===== config.mk =====
export PLATFORM = sky130hd
export DESIGN_NAME = tank_fill_and_dose_sequencer_unit_flat
export DESIGN_NICKNAME = d
export VERILOG_FILES = /design/src/rtl/tfd_pkg.sv /design/src/rtl/tfd_if.sv /design/src/rtl/tank_fill_and_dose_sequencer_unit.sv /design/src/flat_wrapper.sv
export SDC_FILE = /design/constraint.sdc
export NUM_CORES = 2
export LEC_CHECK = 0
export BUFFER_PORTS_ARGS = -buffer_cell sky130_fd_sc_hd__buf_2
export CORE_AREA = 5 5 284 286
export DETAILED_ROUTE_END_ITERATION = 7
export DIE_AREA = 0 0 289 291
export HOLD_SLACK_MARGIN = 0.08
export PLACE_DENSITY_LB_ADDON = 0.05
export SETUP_SLACK_MARGIN = 0.15
export SLEW_MARGIN = 20
export SYNTH_ARGS = -nofsm -noshare
export SYNTH_HDL_FRONTEND = slang
export SYNTH_SLANG_ARGS = --single-unit

===== constraint.sdc =====
create_clock -name clk -period 12.19 [get_ports clk]
set_clock_uncertainty 0.1 [all_clocks]
set_input_delay 1.8285 -clock clk [delete_from_list [all_inputs] [get_ports clk]]
set_output_delay 1.8285 -clock clk [all_outputs]
set_load 0.02 [all_outputs]

===== src/rtl/tfd_pkg.sv =====
// Shared types and constants of the tank fill and dose sequencer.
package tfd_pkg;

  localparam int ACT_W   = 2;
  localparam int LEVEL_W = 12;
  localparam int ML_W    = 16;
  localparam int TIME_W  = 32;
  localparam int PUMP_W  = 3;
  localparam int STAT_W  = 3;
  localparam int CIDX_W  = 3;
  localparam int CDATA_W = 24;
  localparam int FILL_W  = 24;
  localparam int DUR_W   = 25;

  localparam logic [ACT_W-1:0] ACT_TICK      = 2'd0;
  localparam logic [ACT_W-1:0] ACT_FILL      = 2'd1;
  localparam logic [ACT_W-1:0] ACT_FILL_DOSE = 2'd2;
  localparam logic [ACT_W-1:0] ACT_DOSE      = 2'd3;

  localparam logic [STAT_W-1:0] ST_OK        = 3'd0;
  localparam logic [STAT_W-1:0] ST_BUSY      = 3'd1;
  localparam logic [STAT_W-1:0] ST_BAD_LEVEL = 3'd2;
  localparam logic [STAT_W-1:0] ST_SMALL     = 3'd3;
  localparam logic [STAT_W-1:0] ST_SERVER    = 3'd4;
  localparam logic [STAT_W-1:0] ST_TIMEOUT   = 3'd5;

  localparam logic [CIDX_W-1:0] REG_HEIGHT   = 3'd0;
  localparam logic [CIDX_W-1:0] REG_MAX_FILL = 3'd1;
  localparam logic [CIDX_W-1:0] REG_ML_PER_L = 3'd2;
  localparam logic [CIDX_W-1:0] REG_DEAD     = 3'd3;
  localparam logic [CIDX_W-1:0] REG_MS_PER_ML = 3'd4;

  // multiplier operand and product widths
  localparam int OPA_W  = 21;
  localparam int OPB_W  = 22;
  localparam int PROD_W = OPA_W + OPB_W;
  localparam int UNIT_W = 37;
  localparam int XQ_W   = 23;

  // volume in 1/1600 l: 332*level - 6608
  localparam logic [OPB_W-1:0] VOL_SLOPE  = 22'd332;
  localparam logic [OPA_W-1:0] VOL_OFFSET = 21'd6608;
  // division by 409600 = shift by 14, then reciprocal of 25
  localparam int               UNIT_SHIFT = 14;
  localparam logic [OPB_W-1:0] RECIP_25   = 22'd2684355;
  localparam int               RECIP_SH   = 26;
  localparam logic [XQ_W-1:0]  SAT_LIMIT  = 23'd1638375;
  localparam logic [ML_W-1:0]  DOSE_MIN   = 16'd30;
  localparam int               DUR_SHIFT  = 8;

endpackage


===== src/rtl/tfd_if.sv =====
// Channel interfaces: command, response and configuration write.
interface tfd_cmd_if import tfd_pkg::*; ();
  logic               valid;
  logic               ready;
  logic [ACT_W-1:0]   action;
  logic [LEVEL_W-1:0] level;
  logic [LEVEL_W-1:0] target_level;
  logic [ML_W-1:0]    dose_amount;
  logic [TIME_W-1:0]  now_ms;
  logic               server_ok;
  modport source (output valid, action, level, target_level, dose_amount, now_ms, server_ok,
                  input ready);
  modport sink (input valid, action, level, target_level, dose_amount, now_ms, server_ok,
                output ready);
endinterface

interface tfd_rsp_if import tfd_pkg::*; ();
  logic              valid;
  logic              ready;
  logic              valve_open;
  logic              filling;
  logic              dosing;
  logic              pump_on;
  logic [PUMP_W-1:0] pump_number;
  logic [STAT_W-1:0] status;
  logic [ML_W-1:0]   dose_ml;
  modport source (output valid, valve_open, filling, dosing, pump_on, pump_number, status,
                  dose_ml, input ready);
  modport sink (input valid, valve_open, filling, dosing, pump_on, pump_number, status,
                dose_ml, output ready);
endinterface

interface tfd_cfg_if import tfd_pkg::*; ();
  logic               valid;
  logic               ready;
  logic [CIDX_W-1:0]  index;
  logic [CDATA_W-1:0] data;
  modport source (output valid, index, data, input ready);
  modport sink (input valid, index, data, output ready);
endinterface


===== src/rtl/tank_fill_and_dose_sequencer_unit.sv =====
// Top level of the tank fill and nutrient dose sequencer.
// One command transaction is taken at a time. A fill or a rejected request goes EVAL,
// DONE; an accepted dose request EVAL, DUR, DONE; a tick EVAL, PUMP, DONE. A tick ending
// a fill-then-dose fill runs VA, UA, VB, UB, DIV, REC, ML, CHK, then DUR if a dose
// starts, then PUMP, DONE. The unit returns to idle as the result is registered and
// takes the next command after that. The longest case is set by the single shared
// 21x22 multiplier, which the dose computation uses up to six times (two volumes, two
// nutrient amounts, the divide-by-25 reciprocal and the pump time). The response register
// lets the next command be taken while the last result waits. A second result holds the
// unit in its last state until the first is taken. Config writes are always ready.
module tank_fill_and_dose_sequencer_unit import tfd_pkg::*; #(
  parameter int NUM_PUMPS = 4
) (
  input logic    clk,
  input logic    rst,
  tfd_cfg_if.sink cfg,
  tfd_cmd_if.sink cmd,
  tfd_rsp_if.source rsp
);

  localparam logic [PUMP_W-1:0] LAST_PUMP = PUMP_W'(NUM_PUMPS - 1);

  localparam logic [3:0] S_IDLE = 4'd0;
  localparam logic [3:0] S_EVAL = 4'd1;
  localparam logic [3:0] S_VA   = 4'd2;
  localparam logic [3:0] S_UA   = 4'd3;
  localparam logic [3:0] S_VB   = 4'd4;
  localparam logic [3:0] S_UB   = 4'd5;
  localparam logic [3:0] S_DIV  = 4'd6;
  localparam logic [3:0] S_REC  = 4'd7;
  localparam logic [3:0] S_ML   = 4'd8;
  localparam logic [3:0] S_CHK  = 4'd9;
  localparam logic [3:0] S_DUR  = 4'd10;
  localparam logic [3:0] S_PUMP = 4'd11;
  localparam logic [3:0] S_DONE = 4'd12;

  logic [3:0] st;

  logic [LEVEL_W-1:0] level_limit;
  logic [FILL_W-1:0]  max_fill_ms;
  logic [ML_W-1:0]    ml_per_liter;
  logic [ML_W-1:0]    dead_time_ms;
  logic [ML_W-1:0]    ms_per_ml;

  logic               fill_busy, dose_after_fill, valve_state, dose_busy, pump_running;
  logic [LEVEL_W-1:0] goal_level, start_level;
  logic [TIME_W-1:0]  fill_start_time, switch_time;
  logic [PUMP_W-1:0]  active_pump;
  logic [DUR_W-1:0]   pump_duration;
  logic [ML_W-1:0]    shown_dose;
  logic [STAT_W-1:0]  status;
  logic               tmo;

  logic [ACT_W-1:0]   c_act;
  logic [LEVEL_W-1:0] c_lvl, c_tgt;
  logic [ML_W-1:0]    c_amt;
  logic [TIME_W-1:0]  c_now;
  logic               c_sok;

  logic [OPA_W-1:0]  op_a;
  logic [OPB_W-1:0]  op_b;
  logic [PROD_W-1:0] prod;
  logic [UNIT_W-1:0] a_units;
  logic [XQ_W-1:0]   xq;
  logic              sat;
  logic [OPA_W-1:0]  vol;

  logic              rsp_valid;
  logic [TIME_W-1:0] fill_elapsed, pump_elapsed;
  logic              fill_late, pump_expired, reach;

  assign cfg.ready = 1'b1;
  assign cmd.ready = (st == S_IDLE);
  assign rsp.valid = rsp_valid;

  assign vol = (prod[OPA_W-1:0] < VOL_OFFSET) ? '0 : prod[OPA_W-1:0] - VOL_OFFSET;
  assign fill_elapsed = c_now - fill_start_time;
  assign pump_elapsed = c_now - switch_time;
  assign fill_late    = fill_elapsed > {{(TIME_W-FILL_W){1'b0}}, max_fill_ms};
  assign pump_expired = pump_elapsed > {{(TIME_W-DUR_W){1'b0}}, pump_duration};
  assign reach        = c_lvl >= goal_level;

  // shared multiplier operand select
  always_comb begin
    op_a = '0;
    op_b = '0;
    case (st)
      S_EVAL: begin
        op_a = OPA_W'(c_amt);
        op_b = OPB_W'(ms_per_ml);
      end
      S_VA: begin
        op_a = OPA_W'(c_lvl);
        op_b = VOL_SLOPE;
      end
      S_VB: begin
        op_a = OPA_W'(start_level);
        op_b = VOL_SLOPE;
      end
      S_UA, S_UB: begin
        op_a = vol;
        op_b = OPB_W'(ml_per_liter);
      end
      S_REC: begin
        op_a = xq[OPA_W-1:0];
        op_b = RECIP_25;
      end
      S_CHK: begin
        op_a = OPA_W'(shown_dose);
        op_b = OPB_W'(ms_per_ml);
      end
      default: begin
        op_a = '0;
        op_b = '0;
      end
    endcase
  end

  always_ff @(posedge clk) begin
    prod <= op_a * op_b;
    if (cmd.valid && cmd.ready) begin
      c_act <= cmd.action;
      c_lvl <= cmd.level;
      c_tgt <= cmd.target_level;
      c_amt <= cmd.dose_amount;
      c_now <= cmd.now_ms;
      c_sok <= cmd.server_ok;
    end
    if (st == S_VB) a_units <= prod[UNIT_W-1:0];
    if (st == S_DIV) begin
      if (a_units > prod[UNIT_W-1:0])
        xq <= XQ_W'((a_units - prod[UNIT_W-1:0]) >> UNIT_SHIFT);
      else
        xq <= '0;
    end
    if (st == S_REC) sat <= (xq >= SAT_LIMIT);
    if (st == S_DONE && (!rsp_valid || rsp.ready)) begin
      rsp.valve_open  <= valve_state;
      rsp.filling     <= fill_busy;
      rsp.dosing      <= dose_busy;
      rsp.pump_on     <= pump_running;
      rsp.pump_number <= pump_running ? active_pump : '0;
      rsp.status      <= status;
      rsp.dose_ml     <= shown_dose;
    end
  end

  always_ff @(posedge clk) begin
    if (rst) begin
      st               <= S_IDLE;
      level_limit      <= 12'd1600;
      max_fill_ms      <= 24'd600000;
      ml_per_liter     <= 16'd512;
      dead_time_ms     <= 16'd2000;
      ms_per_ml        <= 16'd256;
      fill_busy        <= 1'b0;
      dose_after_fill  <= 1'b0;
      valve_state      <= 1'b0;
      dose_busy        <= 1'b0;
      pump_running     <= 1'b0;
      goal_level       <= '0;
      start_level      <= '0;
      fill_start_time  <= '0;
      switch_time      <= '0;
      active_pump      <= '0;
      pump_duration    <= '0;
      shown_dose       <= '0;
      status           <= ST_OK;
      tmo              <= 1'b0;
      rsp_valid        <= 1'b0;
    end else begin
      if (cfg.valid) begin
        case (cfg.index)
          REG_HEIGHT:    level_limit  <= cfg.data[LEVEL_W-1:0];
          REG_MAX_FILL:  max_fill_ms  <= cfg.data[FILL_W-1:0];
          REG_ML_PER_L:  ml_per_liter <= cfg.data[ML_W-1:0];
          REG_DEAD:      dead_time_ms <= cfg.data[ML_W-1:0];
          REG_MS_PER_ML: ms_per_ml    <= cfg.data[ML_W-1:0];
          default: ;
        endcase
      end

      if (st == S_DONE && (!rsp_valid || rsp.ready)) rsp_valid <= 1'b1;
      else if (rsp.ready) rsp_valid <= 1'b0;

      case (st)
        S_IDLE: begin
          if (cmd.valid) st <= S_EVAL;
        end
        S_EVAL: begin
          case (c_act)
            ACT_FILL, ACT_FILL_DOSE: begin
              st <= S_DONE;
              if (fill_busy) begin
                status <= ST_BUSY;
              end else if (c_tgt < c_lvl || c_tgt > level_limit) begin
                status <= ST_BAD_LEVEL;
              end else begin
                status          <= ST_OK;
                dose_after_fill <= (c_act == ACT_FILL_DOSE);
                fill_busy       <= 1'b1;
                goal_level      <= c_tgt;
              end
            end
            ACT_DOSE: begin
              if (dose_busy) begin
                status <= ST_BUSY;
                st     <= S_DONE;
              end else if (c_amt < DOSE_MIN) begin
                status <= ST_SMALL;
                st     <= S_DONE;
              end else begin
                status    <= ST_OK;
                dose_busy <= 1'b1;
                st        <= S_DUR;
              end
            end
            default: begin
              if (fill_busy && !valve_state) begin
                st <= S_PUMP;
                if (c_sok) begin
                  status          <= ST_OK;
                  valve_state     <= 1'b1;
                  fill_start_time <= c_now;
                  start_level     <= c_lvl;
                end else begin
                  fill_busy <= 1'b0;
                  status    <= ST_SERVER;
                end
              end else if (fill_busy && (reach || fill_late)) begin
                valve_state <= 1'b0;
                fill_busy   <= 1'b0;
                tmo         <= !reach;
                if (dose_after_fill) begin
                  st <= S_VA;
                end else begin
                  status <= reach ? ST_OK : ST_TIMEOUT;
                  st     <= S_PUMP;
                end
              end else begin
                status <= ST_OK;
                st     <= S_PUMP;
              end
            end
          endcase
        end
        S_VA:  st <= S_UA;
        S_UA:  st <= S_VB;
        S_VB:  st <= S_UB;
        S_UB:  st <= S_DIV;
        S_DIV: st <= S_REC;
        S_REC: st <= S_ML;
        S_ML: begin
          shown_dose <= sat ? {ML_W{1'b1}} : prod[RECIP_SH+ML_W-1:RECIP_SH];
          st         <= S_CHK;
        end
        S_CHK: begin
          if (dose_busy) begin
            status <= tmo ? ST_TIMEOUT : ST_BUSY;
            st     <= S_PUMP;
          end else if (shown_dose < DOSE_MIN) begin
            status <= tmo ? ST_TIMEOUT : ST_SMALL;
            st     <= S_PUMP;
          end else begin
            status    <= tmo ? ST_TIMEOUT : ST_OK;
            dose_busy <= 1'b1;
            st        <= S_DUR;
          end
        end
        S_DUR: begin
          pump_duration <= DUR_W'(dead_time_ms) + DUR_W'(prod[DUR_SHIFT+DUR_W-2:DUR_SHIFT]);
          st            <= (c_act == ACT_TICK) ? S_PUMP : S_DONE;
        end
        S_PUMP: begin
          st <= S_DONE;
          if (dose_busy) begin
            if (!pump_running) begin
              pump_running <= 1'b1;
              active_pump  <= '0;
              switch_time  <= c_now;
            end else if (pump_expired) begin
              if (active_pump >= LAST_PUMP) begin
                pump_running <= 1'b0;
                dose_busy    <= 1'b0;
                active_pump  <= '0;
              end else begin
                active_pump <= active_pump + PUMP_W'(1);
              end
              switch_time <= c_now;
            end
          end
        end
        S_DONE: begin
          if (!rsp_valid || rsp.ready) st <= S_IDLE;
        end
        default: st <= S_IDLE;
      endcase
    end
  end

  a_one_cmd: assert property (@(posedge clk) disable iff (rst)
    cmd.valid && cmd.ready |=> !cmd.ready)
    else $error("command taken while one is in progress");

  a_pump_in_dose: assert property (@(posedge clk) disable iff (rst)
    pump_running |-> dose_busy)
    else $error("pump running outside a dose sequence");

  a_valve_in_fill: assert property (@(posedge clk) disable iff (rst)
    valve_state |-> fill_busy)
    else $error("valve open outside a fill sequence");

  a_pump_idle: assert property (@(posedge clk) disable iff (rst)
    !pump_running |-> active_pump == '0)
    else $error("pump index set while no pump runs");

endmodule


===== src/flat_wrapper.sv =====
// flat-port wrapper written by rule: the top's interface ports become plain ports
module tank_fill_and_dose_sequencer_unit_flat import tfd_pkg::*;
#(
  parameter int NUM_PUMPS = 4
)
  (clk, rst, cfg_valid, cfg_index, cfg_data, cfg_ready, cmd_valid, cmd_action, cmd_level, cmd_target_level, cmd_dose_amount, cmd_now_ms, cmd_server_ok, cmd_ready, rsp_valid, rsp_valve_open, rsp_filling, rsp_dosing, rsp_pump_on, rsp_pump_number, rsp_status, rsp_dose_ml, rsp_ready);
  tfd_cfg_if cfg_i ();
  tfd_cmd_if cmd_i ();
  tfd_rsp_if rsp_i ();
  input logic clk;
  input logic rst;
  input wire logic [$bits(cfg_i.valid)-1:0] cfg_valid;
  input wire logic [$bits(cfg_i.index)-1:0] cfg_index;
  input wire logic [$bits(cfg_i.data)-1:0] cfg_data;
  output wire logic [$bits(cfg_i.ready)-1:0] cfg_ready;
  input wire logic [$bits(cmd_i.valid)-1:0] cmd_valid;
  input wire logic [$bits(cmd_i.action)-1:0] cmd_action;
  input wire logic [$bits(cmd_i.level)-1:0] cmd_level;
  input wire logic [$bits(cmd_i.target_level)-1:0] cmd_target_level;
  input wire logic [$bits(cmd_i.dose_amount)-1:0] cmd_dose_amount;
  input wire logic [$bits(cmd_i.now_ms)-1:0] cmd_now_ms;
  input wire logic [$bits(cmd_i.server_ok)-1:0] cmd_server_ok;
  output wire logic [$bits(cmd_i.ready)-1:0] cmd_ready;
  output wire logic [$bits(rsp_i.valid)-1:0] rsp_valid;
  output wire logic [$bits(rsp_i.valve_open)-1:0] rsp_valve_open;
  output wire logic [$bits(rsp_i.filling)-1:0] rsp_filling;
  output wire logic [$bits(rsp_i.dosing)-1:0] rsp_dosing;
  output wire logic [$bits(rsp_i.pump_on)-1:0] rsp_pump_on;
  output wire logic [$bits(rsp_i.pump_number)-1:0] rsp_pump_number;
  output wire logic [$bits(rsp_i.status)-1:0] rsp_status;
  output wire logic [$bits(rsp_i.dose_ml)-1:0] rsp_dose_ml;
  input wire logic [$bits(rsp_i.ready)-1:0] rsp_ready;
  assign cfg_i.valid = cfg_valid;
  assign cfg_i.index = cfg_index;
  assign cfg_i.data = cfg_data;
  assign cfg_ready = cfg_i.ready;
  assign cmd_i.valid = cmd_valid;
  assign cmd_i.action = cmd_action;
  assign cmd_i.level = cmd_level;
  assign cmd_i.target_level = cmd_target_level;
  assign cmd_i.dose_amount = cmd_dose_amount;
  assign cmd_i.now_ms = cmd_now_ms;
  assign cmd_i.server_ok = cmd_server_ok;
  assign cmd_ready = cmd_i.ready;
  assign rsp_valid = rsp_i.valid;
  assign rsp_valve_open = rsp_i.valve_open;
  assign rsp_filling = rsp_i.filling;
  assign rsp_dosing = rsp_i.dosing;
  assign rsp_pump_on = rsp_i.pump_on;
  assign rsp_pump_number = rsp_i.pump_number;
  assign rsp_status = rsp_i.status;
  assign rsp_dose_ml = rsp_i.dose_ml;
  assign rsp_i.ready = rsp_ready;
  tank_fill_and_dose_sequencer_unit #(.NUM_PUMPS(NUM_PUMPS)) u_core (.clk(clk), .rst(rst), .cfg(cfg_i), .cmd(cmd_i), .rsp(rsp_i));
endmodule

==> run summary <==
For the initial core utilization, the log shows 46.2%. For the overall routed net length, the log shows 113000 microns. The run gives 11140 ps as the arrival time reported for the critical path endpoint. Number of global-route vias before repair: 28200. The routed layout has 28900 vias. The tightest min-delay check is of the reg -> reg type. Setup repair after global routing left no endpoint under its margin. For the global-route congestion overflow total, the log shows 0. In the global route stage, overall resource usage came out at 26.8%. The run gives 0 as the final antenna-violating net count. Overall power: 6650 uW. In the synthesized netlist the dominant register cell turns out to be dfxtp_1.

The logs give 24.2% for the power share of the clock group and 1 for the number of antenna violations at the first check in global routing. Max-cap violations in this run came to 0. Post-synthesis async set-or-reset flop share: 0%. Per report_power, the sequential group accounts for 30.7% of the total. For this design, the CTS-stage hold fixing added 0 buffers.

Clock-pin slew was measured on the worst setup and hold paths at 60 ps. Final number of hold-violating endpoints: 0. The share of cells above drive strength 1 is 7.52%, and the diode insertion count for antenna repair is 0. The power density normalized to cell area is 167 nW/um^2. Portion of the clock cycle consumed by the worst path in the final layout: 87.9%. The part of the total power dissipated in combinational logic is 45.1%, and the clock latency on the worst-skew pair is 620 ps.

Gates resized during post-CTS repair numbered 0. The run gives 0 as the total count of max-transition violations in the final report. The detailed-route vias per instance was 5.48. Pin count of the biggest net entering global routing: 98.

The internal power summed over all cells is 3780 uW, and the synthesis warning total is 0. STA classifies the critical path endpoint as a register. The cell type with the highest occurrence count on the critical path is fa_1. For the global-route wire length before repair, the log shows 174000 microns. In the final design database the tool counted 4977 nets. The number of flops mapped to enable cells by yosys is 162. Count of buffering cells on the critical path with inverters included: 5. By area the synthesized netlist is led by fa_1 16%, dfxtp_1 15%, edfxtp_1 13%. The setup path with the least slack is of type reg -> reg. Counting the buffers created by CTS gives 50. The number of DRC violations after detailed routing is 0, and the H-tree depth is 2. The number of distinct library cell variants in the gate-level netlist after synthesis was 75; the clock sink count was 434. The number of filler instances in the final layout is 7627, and the switching power as a share of total power is 43.1%. Summed over all instances, the cell type with the most area after synthesis is fa_1.

Endpoint required time on the critical path: 12610 ps. The clock period could shrink to 10720 ps. The tools report the power dissipated by switching net loads as 2870 uW. The cell family with the largest share of critical-path delay is adder cells. The cell sitting at the root of the clock tree is a clkbuf_16. For this run, the detailed router's first-pass iteration total came to 6.

The transition time at the pin with the least slew margin was 1150 ps. In this run the vertical extent of the chip is 291 microns. The number of I/O port buffers is 134. The biggest cell delay along the critical path is 930 ps, and the final weighted congestion in routability-driven placement is 0.915. TritonCTS built the clock tree. Measured on the finished design, the core utilization comes to 50.9%. After technology mapping, the gate count stands at 4082. The slack of the worst reg-to-reg path was 1470 ps; the starting DRC count in detailed routing was 2409. In this run the count of I/O pins placed on the die edge is 136. Adding up every negative setup slack in the final design gives 0 ps. The type of element launching the critical path was a register. After synthesis the netlist holds a flip-flop and latch count of 434. The logs give 0 for the post-CTS setup-driven buffer insertion count and 23.2% for the normalized max-slew margin. The flow ran to the end, and the final reports show no timing, DRC or antenna violations.

The share of Yosys cell area claimed by the top area cell type is 16.5%, and the maximum clock path buffer count is 3. Largest voltage drop on the vdd net: 0.000237 V. The die width is 289 microns, and the fraction of the yosys area taken by sequential cells is 28.6%.

Leakage component of the power: 0.0172 uW. The total area inside the core boundary comes to 78100 sq um. Once detailed placement completed, the half-perimeter wirelength came to 91000 microns. The area growth from synthesis to layout is 10.2%. When the netlist entered floorplanning its net count stood at 4870.

The routed wire length per instance came out at 21.4 microns. The peak clock frequency supported by timing was 0.0933 GHz. The floorplan has 103 rows. The tools report the area of the die as 84100 sq um.

After synthesis, the mean cell area works out to 8.84 sq um. The logs give 0 for the number of failing setup endpoints in the final timing report and 36100 sq um for the synthesized area. Slowest cell on the critical path: o211ai_1. In this run the worst path has a maximum fanout of 26.
-- worst paths after layout --
kind	startpoint	to	cells after the start
min reg2reg	u_core.ml_per_liter[3]	u_core.ml_per_liter[3]	2
max reg2reg	u_core.st[3]	u_core.prod[38]	28
max	u_core.st[3]	u_core.prod[38]	28
min	u_core.ml_per_liter[3]	u_core.ml_per_liter[3]	2
-- stage by stage --
| stage | cell area, sq um | std cells | setup slack, ps | hold WS (ps) |
|---|---|---|---|---|
| after global routing | 39800 | 5281 | 862 | 361 |
| after global placement | 38000 | 5186 | 1800 | 335 |
| final | 39800 | 5281 | 1470 | 353 |
| after floorplan | 36100 | 4082 | 2740 | 301 |
| after detailed placement | 38000 | 5187 | 1580 | 324 |
| after CTS | 39700 | 5281 | 1530 | 353 |
-- worst reg2reg max path, delay by kind of cell, from the launching register on --
| kind | cells | cell delay, ps |
|---|---|---|
| buf+inv | 5 | 260 |
| flops | 1 | 540 |
| xor+xnor | 1 | 130 |
| compound gates | 9 | 3650 |
| simple gates | 5 | 2100 |
| fa+ha+maj | 8 | 3840 |
-- state kept, by name, summed over array words and instances (netlist names), 23 cells and up --
| name | flops |
|---|---|
| u_core.prod | 42 |
| u_core.a_units | 37 |
| u_core.c_now | 32 |
| u_core.fill_start_time | 32 |
| u_core.switch_time | 32 |
| u_core.pump_duration | 25 |
| u_core.max_fill_ms | 24 |
| u_core.xq | 23 |
-- final cells by class --
type	instances	area, sq um	share of cell area (%)
flip-flops and latches	434	10300	25.9
multi-input cells	2900	23000	57.8
well taps	1050	1310	3.31
repair buffers	193	1120	2.81
clock buffers	61	1300	3.28
clock inverters	33	433	1.09
inverters	610	2290	5.76
-- routing by layer --
| metal | GRT usage (%) | wire length [microns] |
|---|---|---|
| met4 | 5.66 | 2630 |
| met5 | 0 | 0 |
| met2 | 41.5 | 50500 |
| met3 | 4.18 | 7370 |
| met1 | 39.9 | 52700 |
-- power by group through the flow --
stage          sequential (uW)  clock [uW]  combinational (uW)
6_report                  2040        1610                3000
5_1_grt                   2060        1700                3340
4_1_cts                   2040        1640                2970
3_5_place_dp              2070           0                2950
3_3_place_gp              2080           0                2940
2_1_floorplan             1900           0                2040
-- cell usage in the layout (no fill, tap or decap), types with 50 or more instances in the layout --
cell,instances
ha_1,384
a21oi_1,315
xnor2_1,114
o21ai_0,84
fa_1,297
edfxtp_1,162
dfxtp_1,272
inv_1,609
a21o_1,74
nand3_1,59
buf_2,134
buf_4,58
nor2_1,299
nand2_1,626
clkbuf_16,50
-- Yosys cell counts (44+ instances only) --
library cell / instances
nor2_1: 304
a21o_1: 74
dfxtp_1: 272
clkbuf_1: 130
fa_1: 297
and2_1: 44
mux2i_1: 48
edfxtp_1: 162
nand3_1: 59
nand2_1: 626
ha_1: 384
o21ai_0: 85
inv_1: 610
a21oi_1: 315
xnor2_1: 114
-- cell families after synthesis --
kind of cell / after synthesis / synth area share, %
AND/OR/NAND/NOR: 1249 / 15.0
AO/OA/AOI/OAI: 773 / 13.8
buffers and inverters: 748 / 7.95
adder cells (fa/ha/maj): 683 / 29.9
flip-flops: 434 / 28.6
XOR/XNOR: 143 / 3.47
multiplexers: 51 / 1.43
other: 1 / 0.0104
Note: power is estimated with default switching activity, not from simulation.
